## config.mk

```make
export PLATFORM = sky130hd
export DESIGN_NAME = rla_table
export DESIGN_NICKNAME = d
export VERILOG_FILES = /design/src/sv/rla_pkg.sv /design/src/sv/rla_table.sv
export SDC_FILE = /design/constraint.sdc
export NUM_CORES = 2
export LEC_CHECK = 0
export CAP_MARGIN = 20
export CORE_AREA = 2 2 450 452
export DETAILED_ROUTE_END_ITERATION = 10
export DIE_AREA = 0 0 452 454
export DONT_BUFFER_PORTS = 1
export GPL_TIMING_DRIVEN = 0
export PLACE_DENSITY = 0.58
export SLEW_MARGIN = 10
export SYNTH_ARGS = -nofsm -noshare
export SYNTH_HDL_FRONTEND = slang
export SYNTH_SLANG_ARGS = --single-unit
```

## constraint.sdc

```tcl
create_clock -name aclk -period 2.94 [get_ports aclk]
set_input_delay 0.441 -clock aclk [delete_from_list [all_inputs] [get_ports aclk]]
set_output_delay 0.441 -clock aclk [all_outputs]
set_load 0.02 [all_outputs]
```

## src/sv/rla_pkg.sv

```systemverilog
// ----------------------------------------------------------------------------
// rla_pkg
// shared types and constants for the rgb lookup table block
// ----------------------------------------------------------------------------
package rla_pkg;

    // default table depth
    localparam int TABLE_ENTRIES_DEF = 256;

    // luminance weights, q0.16, they sum to 65536
    localparam logic [15:0] LUM_COEF_R = 16'd13933;
    localparam logic [15:0] LUM_COEF_G = 16'd46871;
    localparam logic [15:0] LUM_COEF_B = 16'd4732;

    // width of one weighted product and of their sum
    localparam int PROD_W = 24;

    // item kinds
    localparam logic KIND_PIXEL = 1'b0;
    localparam logic KIND_WRITE = 1'b1;

    // table selects
    localparam logic [1:0] SEL_RED   = 2'd0;
    localparam logic [1:0] SEL_GREEN = 2'd1;
    localparam logic [1:0] SEL_BLUE  = 2'd2;

    typedef struct packed {
        logic       kind;
        logic [7:0] red_in;
        logic [7:0] green_in;
        logic [7:0] blue_in;
        logic [1:0] table_select;
        logic [7:0] entry_index;
        logic [7:0] entry_value;
    } pixel_in_t;

    typedef struct packed {
        logic [7:0] red_out;
        logic [7:0] green_out;
        logic [7:0] blue_out;
    } pixel_out_t;

    // item held in the product stage, with its lookup indexes resolved
    typedef struct packed {
        logic       kind;
        logic [1:0] table_select;
        logic [7:0] entry_index;
        logic [7:0] entry_value;
        logic [7:0] red_idx;
        logic [7:0] green_idx;
        logic [7:0] blue_idx;
    } lookup_t;

    // write and read access to one table
    typedef struct packed {
        logic       wr_en;
        logic [7:0] wr_idx;
        logic [7:0] wr_data;
        logic       rd_en;
        logic [7:0] rd_idx;
    } tbl_req_t;

endpackage

```

## src/sv/rla_table.sv

```systemverilog
// ----------------------------------------------------------------------------
// rla_table
// one byte table: one write port, one read port with registered data
// ----------------------------------------------------------------------------
module rla_table #(
    parameter int TABLE_ENTRIES = rla_pkg::TABLE_ENTRIES_DEF
) (
    input  logic              aclk,
    input  rla_pkg::tbl_req_t req,
    output logic [7:0]        rd_data
);

    localparam int ADDR_W = $clog2(TABLE_ENTRIES);
    localparam int EXT_W  = (ADDR_W > 8) ? ADDR_W : 8;

    logic [7:0]       lut_mem [TABLE_ENTRIES];
    logic [EXT_W-1:0] wr_ext;
    logic [EXT_W-1:0] rd_ext;
    logic             wr_ok;
    logic             rd_ok;
    logic             rd_ok_reg;
    logic [7:0]       rd_data_reg;

    assign wr_ext = EXT_W'(req.wr_idx);
    assign rd_ext = EXT_W'(req.rd_idx);
    // indexes past the end: writes dropped, reads give zero
    assign wr_ok  = 32'(req.wr_idx) < 32'(TABLE_ENTRIES);
    assign rd_ok  = 32'(req.rd_idx) < 32'(TABLE_ENTRIES);

    always_ff @(posedge aclk) begin
        if (req.wr_en && wr_ok) begin
            lut_mem[wr_ext[ADDR_W-1:0]] <= req.wr_data;
        end
    end

    always_ff @(posedge aclk) begin
        if (req.rd_en) begin
            rd_data_reg <= lut_mem[rd_ext[ADDR_W-1:0]];
            rd_ok_reg   <= rd_ok;
        end
    end

    assign rd_data = rd_ok_reg ? rd_data_reg : 8'd0;

endmodule

```

==> out/results.ini <==
[global_routing]
grt.met1_usage_pct=31.95
gr-usage-all-layers_pct=23.91
overflow=0
grt-busiest-layer=met2
grt_max_degree=257
grt_util_met3_pct=6.306
grt_pass1_vias=40550
grt_pass1_wl_um=334100
met2_usage_pct=36.89
antenna_found_initial=17

[floorplanning]
die_w_um=452
core_area_mm2=0.2009
ioPinCount=35
num_rows=165
dieHeight_um=454
start_util_pct=39.64
die-area_mm2=0.2052

[sta]
min_period_ns=3.071
rsz0062_at_grt=yes
clock_skew_ns=0.03486
finalWorstSetupSlack_ns=-0.1308
holdWs_ns=-0.2942
max-slew-margin-rel_pct=19.35
fmax_mhz=325.7
tightest_slew_ns=1.210
tns_ns=-1.856
setup_violations=56
finalCritPeriodShare_pct=104.4
finalHoldViolCount=109
slew_violations=0

[clock_tree]
root_buffer=clkbuf_16
htreeDepth=4
cts_made_buffers=208
cts_buffer_depth=3
clk_latency_ns=0.86
cts_sinks=2056
clk_pin_slew_ns=0.06
cts_tree=built

[placement]
numPlacedInstances=6438
place_worst_setup_slack_ns=-2.136
io_buffers=0
place_congestion=0.9299
place_area_mm2=0.08354
hpwlAfterDp_um=159500

[layout]
drive_above_1_share_pct=24.05
nets=4026
fin_cells=6849
multiInputGateArea_mm2=0.01678
fillers=16820
seq_area_mm2=0.06174
design_area_mm2=0.09090
largest_reg_flops=2048
area_growth_pct=14.14

[routing]
dr_total_vias=41420
postRouteAntennaNets=0
route.detailed.drc=0
routed_wl_um=250400
first_iter_violations=6125
avgViaCountPerCell=6.048
firstDrtPassIters=8
wire_per_inst_um=36.56

[synth]
synth_nets=3760
ys_ff_latch=2056
yosysWarnings=0
synth_seq_area_share_pct=77.53
postSynthCellCount=3733
async_flop_share_pct=0
synth_ff_type=edfxtp_1
synth.distinct_cells=54
netlist_area_mm2=0.07964
synth-edff-count=2056
syn_area_per_cell_um2=21.33

[critical_path]
arrival_ns=3.65
path_class=input pin to flop
cp-end-kind=flop
cp-start-kind=input pin
cp.required_ns=3.52
path_max_fanout=10

[outcome]
status=finished with violations
violations=negative hold slack, negative setup slack

[pwr]
ir_drop_uv=601.6
leakage_nw=27.84
powerDensity_mw_per_mm2=673.5

[run]
drv_cap=0

[min_path]
hold_class=input pin to flop

==> cell usage in the layout, fill, tap and decap left out, drive strengths merged, types with 14 or more instances in the layout <==
master     n
nand3     34
nor4      27
nor3      22
o221ai    47
edfxtp  2056
o22ai     28
nor2b     31
nor2     282
buf      175
clkbuf   368
clkinv    92
a211oi    16
nand2     33
a221oi    14
mux4     456
a22oi    133
mux2i    134
a21oi     96
==> worst max-delay path: stages <==
cell and delay [ns]:
buf_4 0.25, buf_4 0.32, nor2_1 0.49, clkbuf_1 0.77, a22oi_1 0.31, a21oi_1 0.31
nor3_2 0.18, nor4_4 0.54
==> metal layers <==
metal,wire length [µm],vias up
met4,12020,0
li1,-,16300
met5,0,-
met1,95850,22250
met3,26360,488
met2,116200,2383
==> final cells by class <==
cell class	instances	share of cell area, %
diodes	7	0.01927
plain buffers	232	1.741
clock buffers	257	5.999
clock inverters	124	1.039
inverters	2	0.008259
multi-input cells	1442	18.47
flip-flops and latches	2056	67.92
well taps	2672	3.678
repair buffers	57	1.127
==> worst paths after layout <==
path / start / end / slack [ns] / cells past startpoint
max reg2reg: lut_mem[138][7]$_DFFE_PP_ / rd_data_reg[7]$_DFFE_PP_ / 0.03 / 7
min reg2reg: lut_mem[33][5]$_DFFE_PP_ / rd_data_reg[5]$_DFFE_PP_ / 1.12 / 6
max: req[2] / rd_data_reg[0]$_DFFE_PP_ / -0.13 / 8
min: req[16] / lut_mem[70][7]$_DFFE_PP_ / -0.29 / 0
==> per-stage QoR <==
| stage | util [%] | total power [mW] |
|---|---|---|
| global route | 45.25 | 62.59 |
| detailed placement | 41.59 | 35.85 |
| CTS | 44.95 | 60.81 |
| global placement | 41.31 | 35.79 |
| finish | 45.25 | 61.22 |
| floorplan | - | 34.56 |
==> where the power goes <==
group	leakage [nW]	internal (mW)	switching [mW]
combinational	6.26	1.11	2.40
clock	3.09	14.0	11.3
sequential	18.5	32.3	0.0454
==> cell families (layout without fill, tap and decap cells) <==
logic type / after synthesis / count (layout) / share of synthesized area (%)
flops: 2056 / 2056 / 77.53
mux: 591 / 591 / 14.60
simple gates: 466 / 466 / 2.625
compound gates: 385 / 385 / 3.416
buf+inv: 235 / 672 / 1.829
other cells: 0 / 7 / 0
==> Yosys cell counts (16+ instances only) <==
master    number  share of area (%)
a211oi_1      16               0.15
a21oi_1       96               0.60
a22oi_1      133                1.3
buf_1         22               0.10
buf_2         31               0.19
buf_4         27               0.25
buf_6         21               0.30
clkbuf_1     111               0.52
edfxtp_1    2056                 78
mux2i_1      134                1.7
mux4_2       454                 13
nand2_1       33               0.16
nand3_1       34               0.21
nor2_1       282                1.3
nor2b_1       31               0.24
nor3_1        22               0.14
nor4_1        24               0.19
o221ai_1      46               0.51
o22ai_1       28               0.22
==> repair_timing <==
| action | CTS | global route |
|---|---|---|
| pin swaps | 2 | 1 |
| endpoints found under the hold margin | 2027 | 1236 |
| endpoints found under the setup margin | 8 | 88 |
| gates resized for setup | 87 | 26 |
| hold buffers | 1 | 19 |
| setup buffers | 0 | 1 |
No activity file was read; power rests on OpenSTA's default activity.
