**src/sv/rla_pkg.sv**
```systemverilog
// ----------------------------------------------------------------------------
// rla_pkg
// shared types and constants for the rgb lookup table block
// ----------------------------------------------------------------------------
package rla_pkg;

    // default table depth
    localparam int TABLE_ENTRIES_DEF = 256;

    // luminance weights, q0.16, they sum to 65536
    localparam logic [15:0] LUM_COEF_R = 16'd13933;
    localparam logic [15:0] LUM_COEF_G = 16'd46871;
    localparam logic [15:0] LUM_COEF_B = 16'd4732;

    // width of one weighted product and of their sum
    localparam int PROD_W = 24;

    // item kinds
    localparam logic KIND_PIXEL = 1'b0;
    localparam logic KIND_WRITE = 1'b1;

    // table selects
    localparam logic [1:0] SEL_RED   = 2'd0;
    localparam logic [1:0] SEL_GREEN = 2'd1;
    localparam logic [1:0] SEL_BLUE  = 2'd2;

    typedef struct packed {
        logic       kind;
        logic [7:0] red_in;
        logic [7:0] green_in;
        logic [7:0] blue_in;
        logic [1:0] table_select;
        logic [7:0] entry_index;
        logic [7:0] entry_value;
    } pixel_in_t;

    typedef struct packed {
        logic [7:0] red_out;
        logic [7:0] green_out;
        logic [7:0] blue_out;
    } pixel_out_t;

    // item held in the product stage, with its lookup indexes resolved
    typedef struct packed {
        logic       kind;
        logic [1:0] table_select;
        logic [7:0] entry_index;
        logic [7:0] entry_value;
        logic [7:0] red_idx;
        logic [7:0] green_idx;
        logic [7:0] blue_idx;
    } lookup_t;

    // write and read access to one table
    typedef struct packed {
        logic       wr_en;
        logic [7:0] wr_idx;
        logic [7:0] wr_data;
        logic       rd_en;
        logic [7:0] rd_idx;
    } tbl_req_t;

endpackage

```
**src/sv/rla_index.sv**
```systemverilog
// ----------------------------------------------------------------------------
// rla_index
// product stage: registers the word and its weighted channels, forms the
// lookup indexes for the tables
// ----------------------------------------------------------------------------
module rla_index (
    input  logic                aclk,
    input  logic                load,
    input  logic                mode,
    input  rla_pkg::pixel_in_t  s_data,
    output rla_pkg::lookup_t    look
);

    logic                        kind_reg;
    logic [1:0]                  sel_reg;
    logic [7:0]                  idx_reg;
    logic [7:0]                  val_reg;
    logic [7:0]                  red_reg;
    logic [7:0]                  green_reg;
    logic [7:0]                  blue_reg;
    logic                        mode_reg;
    logic [rla_pkg::PROD_W-1:0]  prod_r_reg;
    logic [rla_pkg::PROD_W-1:0]  prod_g_reg;
    logic [rla_pkg::PROD_W-1:0]  prod_b_reg;
    logic [rla_pkg::PROD_W-1:0]  lum_sum;
    logic [7:0]                  lum;

    always_ff @(posedge aclk) begin
        if (load) begin
            kind_reg   <= s_data.kind;
            sel_reg    <= s_data.table_select;
            idx_reg    <= s_data.entry_index;
            val_reg    <= s_data.entry_value;
            red_reg    <= s_data.red_in;
            green_reg  <= s_data.green_in;
            blue_reg   <= s_data.blue_in;
            mode_reg   <= mode;
            prod_r_reg <= rla_pkg::PROD_W'(s_data.red_in)
                          * rla_pkg::PROD_W'(rla_pkg::LUM_COEF_R);
            prod_g_reg <= rla_pkg::PROD_W'(s_data.green_in)
                          * rla_pkg::PROD_W'(rla_pkg::LUM_COEF_G);
            prod_b_reg <= rla_pkg::PROD_W'(s_data.blue_in)
                          * rla_pkg::PROD_W'(rla_pkg::LUM_COEF_B);
        end
    end

    // weights sum to one, so the sum never overflows and y fits a byte
    assign lum_sum = prod_r_reg + prod_g_reg + prod_b_reg;
    assign lum     = lum_sum[rla_pkg::PROD_W-1 -: 8];

    always_comb begin
        look.kind         = kind_reg;
        look.table_select = sel_reg;
        look.entry_index  = idx_reg;
        look.entry_value  = val_reg;
        look.red_idx      = mode_reg ? lum : red_reg;
        look.green_idx    = mode_reg ? lum : green_reg;
        look.blue_idx     = mode_reg ? lum : blue_reg;
    end

endmodule

```
**config.mk**
```make
export PLATFORM = sky130hd
export DESIGN_NAME = rla_index
export DESIGN_NICKNAME = d
export VERILOG_FILES = /design/src/sv/rla_pkg.sv /design/src/sv/rla_index.sv
export SDC_FILE = /design/constraint.sdc
export NUM_CORES = 1
export LEC_CHECK = 0
export CORE_ASPECT_RATIO = 0.8
export CORE_MARGIN = 2
export CORE_UTILIZATION = 50
export CTS_CLUSTER_SIZE = 30
export DETAILED_ROUTE_END_ITERATION = 7
export DONT_BUFFER_PORTS = 1
export MAX_ROUTING_LAYER = met4
export PLACE_DENSITY = 0.68
export RECOVER_POWER = 25
export SLEW_MARGIN = 20
export SYNTH_ARGS = -nofsm -noshare
export SYNTH_HDL_FRONTEND = slang
export SYNTH_SLANG_ARGS = --single-unit
```
**constraint.sdc**
```tcl
create_clock -name aclk -period 6.7 [get_ports aclk]
set_clock_uncertainty 0.2 [all_clocks]
set_input_delay 1.34 -clock aclk [delete_from_list [all_inputs] [get_ports aclk]]
set_output_delay 1.34 -clock aclk [all_outputs]
set_load 0.005 [all_outputs]
```
==> metrics.md <==
| Metric | Value |
|---|---|
| Vias per cell | `5.46` |
| Seq cells post-synth | `105` |
| WP data arrival | `3830 ps` |
| Die H | `134 um` |
| Vias in the first global route | `6,772` |
| Drt total wl | `22,300 um` |
| Int Pwr | `2.78 mW` |
| Final core occ | `54.0%` |
| Initial drt markers | `451` |
| Asr flop ratio synth | `0%` |
| Simple-Gate Fraction of Synth Area | `8.24%` |
| Row count | `47` |
| Main combinational cell family by area after synthesis | `adder cells` |
| Synthesis-to-layout area growth | `5.65%` |
| CTS Hold Buffers Added | `0` |
| Slew Viols, Final | `0` |
| Starting Density | `51.1%` |
| Num ports | `89` |
| F_max | `186 MHz` |
| Post-DP HPWL | `18,400 um` |
| Routed via count | `6,799` |
| CP Class | `flop to output pin` |
| Worst-path clk slew | `80 ps` |
| Final critical-path required period | `5370 ps` |
| Post-synthesis cell count | `967` |
| Final setup viols | `0` |
| CTS Buf Count | `9` |
| Synth Area in Compound Gates | `10.1%` |
| Crit path capture type | `output pin` |
| Lkg Pwr | `5.24 nW` |
| DIE WIDTH | `167 um` |
| Root buf cell | `clkbuf_16` |
| Sw Share | `47.1%` |
| Netlist Area Pre-Place | `10,600 um2` |
| Yosys Warn Count | `0` |
| Synth Area in XOR/XNOR | `3.63%` |
| CTS resizes | `0` |
| Crit-path max cell delay | `530 ps` |
| CP required | `5160 ps` |
| Max reg flops | `23` |
| Share of layout cells above drive strength 1 | `4.41%` |
| Yosys cell types | `66` |
| Total grt overflow | `0` |
| GRT Total Usage | `21.7%` |
| DRC violations left | `0` |
| Port bufs | `0` |
| Switching Power | `2.48 mW` |
| Register area share after synthesis | `29.7%` |
| Largest net degree at the start of global routing | `106` |
| CP Max Fanout | `6` |
| Least-Margin Pin Slew | `943 ps` |
| Worst hold path type | `input port to flop` |
| Max-cap viol count | `0` |
| WL per Instance | `17.9 um` |
| CTS Sinks | `105` |
| RSZ-0062 raised after global routing | `false` |
| Final ANT Viol Nets | `0` |
| Final hold vios | `0` |
| CTS tree | `built` |
| Core area | `20,800 um2` |
| Worst path slowest cell | `xnor2_1` |
| Post-synthesis adder-cell area fraction | `40.1%` |
| Number of synthesized flops with an enable pin | `105` |
| N_diodes | `0` |
| Clock Tree Buf Depth | `2` |
| Global-route wire length before repair | `36,600 um` |
| Nature of the critical path startpoint | `flop` |
| DR pass1 iterations | `5` |
| Worst IR Drop VDD | `238 uV` |
| Post-CTS Setup Bufs | `0` |
| Power density cells | `469 nW/um2` |
| Final Cycle Share | `80.2%` |
| Main flop type after synthesis | `edfxtp_1` |
| Part of the power in combinational logic | `67.8%` |
| Synth Area per Inst | `11.0 um2` |
| GPL Wtd Cong | `0.959` |
| Initial antenna violation count | `0` |
| Syn_nets | `1,293` |
| Mux cell area share after synthesis | `0.696%` |
| Setup TNS | `0 ps` |
| Status | `complete, no violations` |
| # nets final | `1,297` |
| Reg power frac | `22.1%` |
| Htree depth | `3` |
| Share of total power in the clock network | `10.1%` |
| Slew margin rel. | `36.3%` |
| Overall power | `5.26 mW` |
| Crit-path cells | `fa_1 > ha_1 > a21oi_1 > o21ai_0 > a211oi_1 > o211ai_2 > a21o_1 > xnor2_1 > mux2i_1` |
| Die ar. | `22,400 um2` |
[cell usage after synthesis, drive strengths merged, types with 12 or more instances]
cell type  number  share of area, %
xor2           12              0.99
a21oi          49               2.5
nor2           35               1.2
nand2          24              0.85
edfxtp        105                30
xnor2          32               2.6
a21o           12              0.85
inv           202               7.1
nor3           18              0.85
ha            180                21
nand2b         19               1.1
nand3          22               1.0
fa            100                19
o21ai          33               1.6
[power groups by stage]
| stage | Combinational (mW) | Clock, mW | Sequential (mW) |
|---|---|---|---|
| finish | 3.56 | 0.529 | 1.16 |
| global route | 4.04 | 0.569 | 1.19 |
| CTS | 3.57 | 0.547 | 1.17 |
| detailed placement | 3.54 | 0 | 1.18 |
| global placement | 3.47 | 0 | 1.18 |
| floorplan | 2.72 | 0 | 1.13 |
[cells in the final DEF, fill, tap and decap left out, drive strengths merged, types with 18 or more instances in the layout]
master / n
edfxtp: 105
a21oi: 49
nor2: 35
nor3: 18
nand2b: 19
inv: 205
ha: 180
nand3: 22
nand2: 24
fa: 100
o21ai: 33
xnor2: 32
[through the flow]
stage | instances | cell area (um2) | hold slack (ps) | setup WS (ps)
detailed placement | 1229 | 10900 | 1240 | 1050
floorplan | 967 | 10600 | 1240 | 1270
CTS | 1245 | 11200 | 861 | 1370
finish | 1245 | 11200 | 874 | 1330
global route | 1245 | 11200 | 859 | 1200
global placement | 1229 | 10900 | 1240 | 1140
[layout make-up]
cell class	instances	area, um2
multi-input cells	652	6660
clock inverters	7	63.8
flip-flops and latches	105	3150
repair buffers	1	7.51
inverters	202	758
well taps	269	337
clock buffers	9	225
fillers	1761	9550
[worst max-delay path, delay by kind of cell (launching register included)]
family / cells / cell delay, ps
compound gates: 5 / 1460
fa+ha+maj: 2 / 850
xor+xnor: 1 / 530
flops: 1 / 410
mux: 1 / 230
[kinds of logic (layout without fill, tap and decap cells)]
family | after synthesis | in the layout
adders and majority gates | 280 | 280
muxes | 7 | 7
and+or+nand+nor | 167 | 167
AOI/OAI and AO/OA | 154 | 154
buffers and inverters | 210 | 219
DFF | 105 | 105
xor gates and xnor gates | 44 | 44
[worst paths after layout]
path	cells past startpoint	start	slack (ps)	end
min	0	s_data[22]	870	blue_reg[4]
max	9	prod_r_reg[9]	1330	look[19]
[routing by layer]
layer	part of all wire [%]	track usage, %	up-vias
li1	-	-	3318
met1	50	31.5	3280
met2	44	32.2	191
met3	5.4	4.51	10
met4	0.51	2.92	0
met5	0	-	-
Note: power is estimated with default switching activity, not from simulation.
